**src/design/llns_pkg.sv**
```systemverilog
// Shared types and constants for the least-loaded node selector.
`default_nettype none

package llns_pkg;

  // Operation codes carried in the input beat.
  localparam logic OP_REPORT = 1'b0;
  localparam logic OP_PICK   = 1'b1;

  // Configuration register map: one 32-bit register, byte addressed.
  localparam int unsigned ADDR_W = 3;
  localparam logic REG_STALE_LIMIT = 1'b0;

  // Reset value of the stale limit, in ticks.
  localparam logic [31:0] STALE_RESET = 32'd10000;

  // One input beat.
  typedef struct packed {
    logic        operation;
    logic [31:0] node_ip;
    logic [31:0] node_load;
    logic [31:0] own_load;
    logic [31:0] now;
  } item_t;

  // One result beat.
  typedef struct packed {
    logic [31:0] pick_ip;
    logic [31:0] target_load;
    logic        dropped;
  } result_t;

  // One row of the peer table.
  typedef struct packed {
    logic [31:0] addr;
    logic [31:0] tasks;
    logic [31:0] stamp;
  } entry_t;

  // Flags that the entry evaluator hands back for one row.
  typedef struct packed {
    logic match;
    logic free;
    logic better;
  } eval_t;

  // Sequencer states.
  typedef enum logic [1:0] {
    S_IDLE,
    S_SCAN,
    S_TAIL,
    S_DONE
  } state_t;

endpackage

`default_nettype wire

```
**src/design/llns_eval.sv**
```systemverilog
// Per-row evaluator shared by every step of the table scan.
`default_nettype none

module llns_eval (
  input  llns_pkg::entry_t  entry,
  input  logic              valid,
  input  logic [31:0]       node_ip,
  input  logic [31:0]       now,
  input  logic [31:0]       stale_limit,
  input  logic [31:0]       min_load,
  output llns_pkg::eval_t   flags
);
  import llns_pkg::*;

  logic [31:0] age;

  // Age of the report, modulo 2^32.
  assign age = now - entry.stamp;

  // A row matches the reporting address, is free, or is fresh and beats the best load so far.
  always_comb begin
    flags.match  = valid && (entry.addr == node_ip);
    flags.free   = !valid;
    flags.better = valid && (age <= stale_limit) && (entry.tasks < min_load);
  end

endmodule

`default_nettype wire

```
**src/design/least_loaded_node_select.sv**
```systemverilog
// Top level of the least-loaded node selector: peer table, scan sequencer, APB registers.
//
// Usage:
//   Input channel: drive item and raise start; the beat is accepted at a rising
//   edge where start is high and busy is low. item.operation selects a load
//   report or a pick.
//   Output channel: done is high for exactly one cycle with result valid; the
//   receiver takes it in that cycle and cannot stall the block.
//   Every item gives exactly one result beat.
//   Scan: the sequencer reads one table row per cycle from the table memory
//   (one write port, one registered read port) and evaluates each row in the
//   cycle after its read, then passes a tail state and a done state. busy is
//   already low in the cycle in which done is high, so a new item may be
//   accepted while the result is shown.
//   Configuration: stale_limit at byte address 0 over the APB port; write it only
//   while busy is low. pready is tied high.
//   Reset: rst (synchronous) clears all table valid bits, loads stale_limit with
//   10000 and returns the sequencer to idle. No clearing pass is needed.
`default_nettype none

module least_loaded_node_select #(
  parameter int unsigned NODES = 8
) (
  input  logic                          clk,
  input  logic                          rst,
  // Command channel
  input  logic                          start,
  output logic                          busy,
  input  llns_pkg::item_t               item,
  output logic                          done,
  output llns_pkg::result_t             result,
  // APB configuration port
  input  logic                          psel,
  input  logic                          penable,
  input  logic                          pwrite,
  input  logic [llns_pkg::ADDR_W-1:0]   paddr,
  input  logic [31:0]                   pwdata,
  output logic [31:0]                   prdata,
  output logic                          pready
);
  import llns_pkg::*;

  localparam int unsigned IDXW = (NODES > 1) ? $clog2(NODES) : 1;
  localparam logic [IDXW-1:0] LAST_IDX = IDXW'(NODES - 1);

  // Sequencer
  state_t state, state_next;
  logic   scan_en, commit;

  // Latched command and running scan results
  item_t          cmd;
  logic [31:0]    min_load;
  logic [31:0]    best_ip;
  logic           hit_found, free_found;
  logic [IDXW-1:0] hit_idx, free_idx;

  // Table storage
  entry_t          mem [NODES];
  logic [NODES-1:0] entry_valid;
  logic [IDXW-1:0] rd_idx, rd_idx_q;
  logic            rd_vld;
  entry_t          rd_entry;
  eval_t           flags;

  // Commit controls
  logic            mem_we;
  logic [IDXW-1:0] wr_idx;
  logic            drop;

  // Configuration
  logic [31:0] stale_limit;
  logic        cfg_wr;

  // Next-state logic.
  always_comb begin
    state_next = state;
    case (state)
      S_IDLE: if (start) state_next = S_SCAN;
      S_SCAN: if (rd_idx == LAST_IDX) state_next = S_TAIL;
      S_TAIL: state_next = S_DONE;
      S_DONE: state_next = S_IDLE;
      default: state_next = S_IDLE;
    endcase
  end

  // Sequencer outputs.
  always_comb begin
    busy    = 1'b1;
    scan_en = 1'b0;
    commit  = 1'b0;
    case (state)
      S_IDLE: busy    = 1'b0;
      S_SCAN: scan_en = 1'b1;
      S_TAIL: ;
      S_DONE: commit  = 1'b1;
      default: busy   = 1'b0;
    endcase
  end

  always_ff @(posedge clk) begin
    if (rst) begin
      state <= S_IDLE;
    end else begin
      state <= state_next;
    end
  end

  // Read index and read-data qualifier for the scan.
  always_ff @(posedge clk) begin
    if (rst) begin
      rd_idx <= '0;
      rd_vld <= 1'b0;
    end else begin
      rd_vld <= scan_en;
      if (scan_en) begin
        rd_idx <= rd_idx + 1'b1;
      end else begin
        rd_idx <= '0;
      end
    end
  end

  // Table memory: one write port, one registered read port.
  always_ff @(posedge clk) begin
    if (mem_we) begin
      mem[wr_idx] <= '{addr: cmd.node_ip, tasks: cmd.node_load, stamp: cmd.now};
    end
    if (scan_en) begin
      rd_entry <= mem[rd_idx];
      rd_idx_q <= rd_idx;
    end
  end

  // Shared row evaluator.
  llns_eval u_eval (
    .entry       (rd_entry),
    .valid       (entry_valid[rd_idx_q]),
    .node_ip     (cmd.node_ip),
    .now         (cmd.now),
    .stale_limit (stale_limit),
    .min_load    (min_load),
    .flags       (flags)
  );

  // Command latch and running best / first-hit / first-free tracking.
  always_ff @(posedge clk) begin
    if (rst) begin
      hit_found  <= 1'b0;
      free_found <= 1'b0;
    end else if (start && !busy) begin
      cmd        <= item;
      min_load   <= item.own_load;
      best_ip    <= '0;
      hit_found  <= 1'b0;
      free_found <= 1'b0;
    end else if (rd_vld) begin
      if (cmd.operation == OP_PICK) begin
        if (flags.better) begin
          min_load <= rd_entry.tasks;
          best_ip  <= rd_entry.addr;
        end
      end else begin
        if (flags.match && !hit_found) begin
          hit_found <= 1'b1;
          hit_idx   <= rd_idx_q;
        end
        if (flags.free && !free_found) begin
          free_found <= 1'b1;
          free_idx   <= rd_idx_q;
        end
      end
    end
  end

  // Commit decision for a report: refresh a hit, else fill the first free row, else drop it.
  assign mem_we = commit && (cmd.operation == OP_REPORT) && (hit_found || free_found);
  assign wr_idx = hit_found ? hit_idx : free_idx;
  assign drop   = !hit_found && !free_found;

  // Valid bits live in flops and clear at reset.
  always_ff @(posedge clk) begin
    if (rst) begin
      entry_valid <= '0;
    end else if (mem_we && !hit_found) begin
      entry_valid[wr_idx] <= 1'b1;
    end
  end

  // Result register and one-cycle strobe.
  always_ff @(posedge clk) begin
    if (rst) begin
      done <= 1'b0;
    end else begin
      done <= commit;
    end
  end

  always_ff @(posedge clk) begin
    if (commit) begin
      if (cmd.operation == OP_PICK) begin
        result <= '{pick_ip: best_ip, target_load: min_load, dropped: 1'b0};
      end else begin
        result <= '{pick_ip: '0, target_load: '0, dropped: drop};
      end
    end
  end

  // APB register access.
  assign pready = 1'b1;
  assign cfg_wr = psel && penable && pwrite && pready;

  always_ff @(posedge clk) begin
    if (rst) begin
      stale_limit <= STALE_RESET;
    end else if (cfg_wr && (paddr[2] == REG_STALE_LIMIT)) begin
      stale_limit <= pwdata;
    end
  end

  assign prdata = (paddr[2] == REG_STALE_LIMIT) ? stale_limit : '0;

endmodule

`default_nettype wire

```
**config.mk**
```make
export PLATFORM = sky130hd
export DESIGN_NAME = least_loaded_node_select
export DESIGN_NICKNAME = d
export VERILOG_FILES = /design/src/design/llns_pkg.sv /design/src/design/llns_eval.sv /design/src/design/least_loaded_node_select.sv
export SDC_FILE = /design/constraint.sdc
export NUM_CORES = 1
export LEC_CHECK = 0
export ABC_AREA = 1
export BUFFER_PORTS_ARGS = -buffer_cell sky130_fd_sc_hd__buf_2
export CAP_MARGIN = 40
export CORE_UTILIZATION = 61
export DETAILED_ROUTE_END_ITERATION = 10
export PLACE_DENSITY_LB_ADDON = 0.1
export SYNTH_ARGS = -nofsm -noshare
export SYNTH_HDL_FRONTEND = slang
export SYNTH_HIERARCHICAL = 1
export SYNTH_SLANG_ARGS = --single-unit
```
**constraint.sdc**
```tcl
create_clock -name clk -period 18.1 [get_ports clk]
set_input_delay 3.62 -clock clk [delete_from_list [all_inputs] [get_ports clk]]
set_output_delay 3.62 -clock clk [all_outputs]
set_load 0.1 [all_outputs]
```
## Yosys cells after proc, flatten, opt, wreduce, memory -nomap -nowiden

Memory sizes are Yosys's and may differ from the RTL's. A register that Yosys moved wholly into a read port is not among the register bits.
Cells that the tools add are included.

| word-level totals | value |
|---|---|
| bits in latches | 0 |
| logic and storage cells | 93 |
| memory bits (writable) | 768 |
| register bits after elaboration | 284 |
| input bits | 170 |
| bits in read-only memories | 0 |
| memories kept | 1 |
| output and inout port bits | 100 |

Memory list:

| memory | depth | width | rd ports | clocked after Yosys merged registers in | wr ports | line | RTL |
|---|---|---|---|---|---|---|---|
| mem | 8 | 96 | 1 | 1 | 1 | least_loaded_node_select.sv:58 | `entry_t mem [NODES];` |

| cells by class | value |
|---|---|
| reductions and logical operators | 31 |
| equal/unequal tests | 7 |
| shifts and indexed selects | 0 |
| bitwise gates (word level) | 6 |
| $lt $le $gt $ge | 5 |
| $add $sub $neg | 2 |
| muxes and demuxes | 21 |
| divide/modulo/power cells | 0 |
| multiply operators | 0 |

Operators with widths:

| kind | count |
|---|---|
| $mux 32 | 8 |
| $eq 32x32->1 | 1 |
| $le 32x32->1 | 1 |
| $lt 32x32->1 | 1 |
| $sub 32x32->32 | 1 |
| $logic_and 1x1->1 | 14 |
| $reduce_and 5->1 | 2 |
| $lt 3x4->1 const B | 2 |
| $or 8x8->8 | 1 |
| $pmux 2 s4 | 1 |
| $mux 1 | 7 |
| $reduce_and 3->1 | 2 |
| $reduce_bool 2->1 | 3 |
| $not 1->1 | 5 |
| $eq 2x2->1 const B | 2 |
| $mux 2 | 2 |
| $ne 2x2->1 const B | 2 |
| $reduce_and 2->1 | 2 |
| $reduce_and 4->1 | 1 |
| $reduce_or 2->1 | 2 |
| $add 3x1->3 const B | 1 |
| $bmux 1 s3 | 1 |
| $demux 1 s3 | 1 |
| $eq 3x3->1 const B | 1 |
| 6 further kinds | 8 |

## Longest topological paths before layout

| depth | value |
|---|---|
| depth in word-level cells | 8 |
| depth in mapped cells | 27 |
| depth with buffers taken out | 27 |

## Modules after synthesis

The synthesis kept the hierarchy.

By module, submodules not included:

| module | times used | area each (um^2) | cells each | seq. area each (um^2) |
|---|---|---|---|---|
| least_loaded_node_select | 1 | 43,295.3 | 3,314 | 33,982.6 |
| llns_eval | 1 | 4,222.8 | 754 | 0.0 |

## Worst setup path before layout

No wires, ideal clock.

| path | value |
|---|---|
| path type | register -> register |
| start point | register state[0] |
| end point | memory mem[0][0] (netlist bit) (enable) |
| stages on the path, launching flop included | 4 |
| setup time | 0.786 ns |
| clock period less this slack | 12.508 ns |
| slack | 5.592 ns |
| data required time | 17.314 ns |
| arrival | 11.722 ns |
| path through | dfxtp_1 -> ha_1 -> nand3_1 -> nor4_1 |

| between the ends | value |
|---|---|
| longest elaborated chain between the ends | 6 |

RTL lines:

| what | line | RTL |
|---|---|---|
| start, declared | least_loaded_node_select.sv:47 | `state_t state, state_next;` |
| start signal, assigned | least_loaded_node_select.sv:104 | `state <= state_next;` |
| $eq 2x2->1 | least_loaded_node_select.sv:91 | `case (state)` |
| $mux 1 | least_loaded_node_select.sv:91 |  |
| via commit | least_loaded_node_select.sv:48 | `logic scan_en, commit;` |
| $logic_and 1x1->1 (2 in a row) | least_loaded_node_select.sv:176 | `assign mem_we = commit && (cmd.operation == OP_REPORT) && (hit_found \|\| free_found);` |
| $mux 1 | least_loaded_node_select.sv:125 | `if (mem_we) begin` |
| $mux 1 (not written as such) | least_loaded_node_select.sv:126 | `mem[wr_idx] <= '{addr: cmd.node_ip, tasks: cmd.node_load, stamp: cmd.now};` |
| end, declared | least_loaded_node_select.sv:58 |  |

The timed path passes the listed nets, and every way through them passes these cells.

## Worst setup path in the final report

| path | value |
|---|---|
| start point | input paddr[2] (netlist bit) |
| end point | output prdata[27] |

| between the ends | value |
|---|---|
| longest elaborated chain between the ends | 1 |

RTL lines:

| what | line | RTL |
|---|---|---|
| start, declared | least_loaded_node_select.sv:36 | `input logic [llns_pkg::ADDR_W-1:0] paddr,` |
| $mux 32 | least_loaded_node_select.sv:220 | `assign prdata = (paddr[2] == REG_STALE_LIMIT) ? stale_limit : '0;` |
| end, declared | least_loaded_node_select.sv:38 | `output logic [31:0] prdata,` |

No other way between the ends.

==> impl_results.md <==
* Clock power frac at 0.343
* Final wirelength at 108000 um
* CP Launch Type: primary input
* Post-DP Area at 50200 um2
* Cell area after layout at 54200 um2
* Chip width at 281 um
* HP Class: reg2reg
* Final core occ at 0.709
* Share of power burned in registers at 0.457
* Hold Vio Cnt, Final at 0
* Worst Tran Pin Value at a little over 1 ns
* Pre-CTS setup slack at 9.95 ns
* Largest buffer count on any clock path at 3
* Hold Buf Count CTS at 0
* Final setup fails at 0
* Inserted Clock Buffers at 113
* Via Count at 30602
* Mapped Nets at 4340
* Pin count of the biggest net entering global routing at roughly 210
* Layout area overhead at 14.1%
* Post-synth top cells: edfxtp_1 (1099), nor2_1 (719), nand2_1 (665), o21ai_0 (374), inv_1 (329)
* Clock Skew at 0.0291 ns
* Mapped Cells at 4068
* Hold Startpoint: entry_valid[7]
* Sequential share of the synthesized area at 0.715
* Final min period at 8.12 ns
* Global Route Usage Sum at 0.274
* Ys async rst share at 0
* Outcome: finished clean
* Worst Hold Endpoint: entry_valid[7]
* RSZ-0062 raised after global routing: no
* First-pass GRT wire length at about 160000 um
* # DRC at 0
* Pint at approximately 5 mW
* Commonest register cell after synthesis: edfxtp_1
* Combinational share of power at 0.199
* CTS resizes at 0
* Post-route ant nets at 0
* Most frequent cell after synthesis: edfxtp_1
* Max-Cap Viols at 0
* Sw Ratio at 0.297
* WHS Path Cells at 2
* CTS tree: yes
* P_sw at between 2 and 2.5 mW
* Fmax at 123 MHz
* Post-synth EDFFs at roughly 1100
* Syn Area/Cell at 11.7 um2
* Mapped Area at 47500 um2
* Worst R2R Setup Slack at 13.19 ns
* Slew Limit Fails at 0
* Vias/cell at 5.61
* CP startpoint: paddr[2]
* Layout cell share with drive strength beyond 1 at 0.126
* Yosys warnings at 6
* Gr ovfl total at 0
* Post-synth top area share at 0.695
* Drt first pass iters at 5
* Worst IR Drop VDD at 0.0944 mV
* Final HPWL DP at 62400 um
* Core area at 76500 um2
* Antenna violations before repair at 3
* H-Tree Depth at 3
* Leading area contributor after synthesis: edfxtp_1
* Pwr Total at 7.24 mW
* Reg2reg end: best_ip[28]
* Starting DRT DRC Count at 2954
* Setup TNS at 0 ns
* Die area at 79000 um2
* Crit Path Category: in2out
* Fin crit share at 0.449
* I/O pins at 270
* CP required at 14.48 ns
* Worst skew pair latency at 0.68 ns
* WL/cell at 19.8 um
* Lkg Pwr at 20.7 nW
* Synth Register Bits at ~1100
* Clk slew on worst S/H paths at 0.06 ns
* Port Buffers at 266
* Pwr Density at 134 nW/um2
* Total setup buffers inserted after CTS at 0
* Critical Path Fanout Max at 33
* Synth unique cells at 48
* Relative slew slack at 0.321
* Nets at 4597
* Site row count at 101
* Die Ht at 281 um
* Initial core utilization at 0.622
* Min setup slack post-route at around 10 ns
* Crit path DAT at 4.50 ns
* R2R Path Start: cmd[0]
* Worst Setup End Kind: output pin
* Clock sink count at 1148
* Final Wtd Congestion at about 0.90
* Synth area leaders: edfxtp_1 (69%), nor2_1 (5.7%), nand2_1 (5.3%)
* CTS Root Cell: clkbuf_16
* Vias in the first global route at 29029
* FF-to-FF path depth at 28
cells by family (layout without fill, tap and decap cells):
kind of cell | after synthesis | in the layout | share of synthesized area
fa+ha+maj | 102 | 102 | 0.0270
flops | 1148 | 1148 | 0.715
compound gates | 792 | 792 | 0.0855
xor+xnor | 21 | 21 | 0.00387
simple gates | 1487 | 1487 | 0.123
buf+inv | 517 | 873 | 0.0458
other cells | 1 | 2 | 0.0000789
power groups by stage:
stage	clock network (mW)	logic, mW	registers, mW
after floorplan	0	0.936	3.44
after global placement	0	1.35	3.37
after detailed placement	0	1.43	3.36
after CTS	2.52	1.44	3.31
after global routing	2.62	1.61	3.33
final	2.48	1.44	3.31
worst max path at each step:
stage	endpoint	slack [ns]	cells after the start
after floorplan	mem[0][0]	5.59	3
after global placement	prdata[27]	9.99	3
after detailed placement	prdata[27]	9.95	3
after CTS	prdata[27]	9.95	3
after global routing	prdata[27]	9.88	3
final	prdata[27]	9.98	3
layer usage:
metal / up-vias / part of all wire / global-route usage
met3: 173 / 0.085 / 0.0431
met1: 14703 / 0.42 / 0.394
li1: 14502 / - / -
met4: 0 / 0.023 / 0.0848
met2: 1224 / 0.47 / 0.434
met5: - / 0 / 0
metrics by stage:
stage	hold slack, ns	instances
after global placement	0.435	5218
after detailed placement	0.440	5240
after CTS	0.450	5454
final	0.449	5455
after floorplan	0.427	4068
after global routing	0.469	5454
sequential cells by signal, summed over array words and instances, names as in the netlist:
signal and cells:
free_found 1, state 2, cmd 97, hit_found 1, mem 768, entry_valid 8, result 65, hit_idx 3
rd_idx_q 3, rd_entry 96, rd_vld 1, min_load 32, free_idx 3, best_ip 32, rd_idx 3, done 1
stale_limit 32
cells in the final DEF, fill, tap and decap left out, types with 7 or more instances in the layout:
master	instances
inv_1	329
nor4_2	9
o21ai_1	270
nand3_1	41
buf_2	266
buf_4	35
edfxtp_1	1099
nand4_1	12
clkinv_2	22
a21oi_1	109
nor3_1	8
nand2_1	664
dfxtp_1	46
clkinv_1	15
xor2_1	16
o21ai_0	373
bufinv_16	22
clkbuf_1	19
o22ai_1	9
nand2_2	13
nor2_1	718
ha_1	99
o211ai_1	7
buf_16	20
clkbuf_16	116
critical path, stage by stage:
cell and delay, ns:
buf_2 0.26, nor2_1 0.16, buf_2 0.44
cell type report:
type / instances / area, um2
sequential: 1148 / 34000
fill: 5222 / 22200
multi-input combinational: 2403 / 11500
clock buffer: 136 / 2990
timing repair buffer: 323 / 2180
tap: 1030 / 1290
inverter: 336 / 1280
clock inverter: 78 / 1010
antenna: 1 / 2.50
Power figures use the tool's default switching activity.
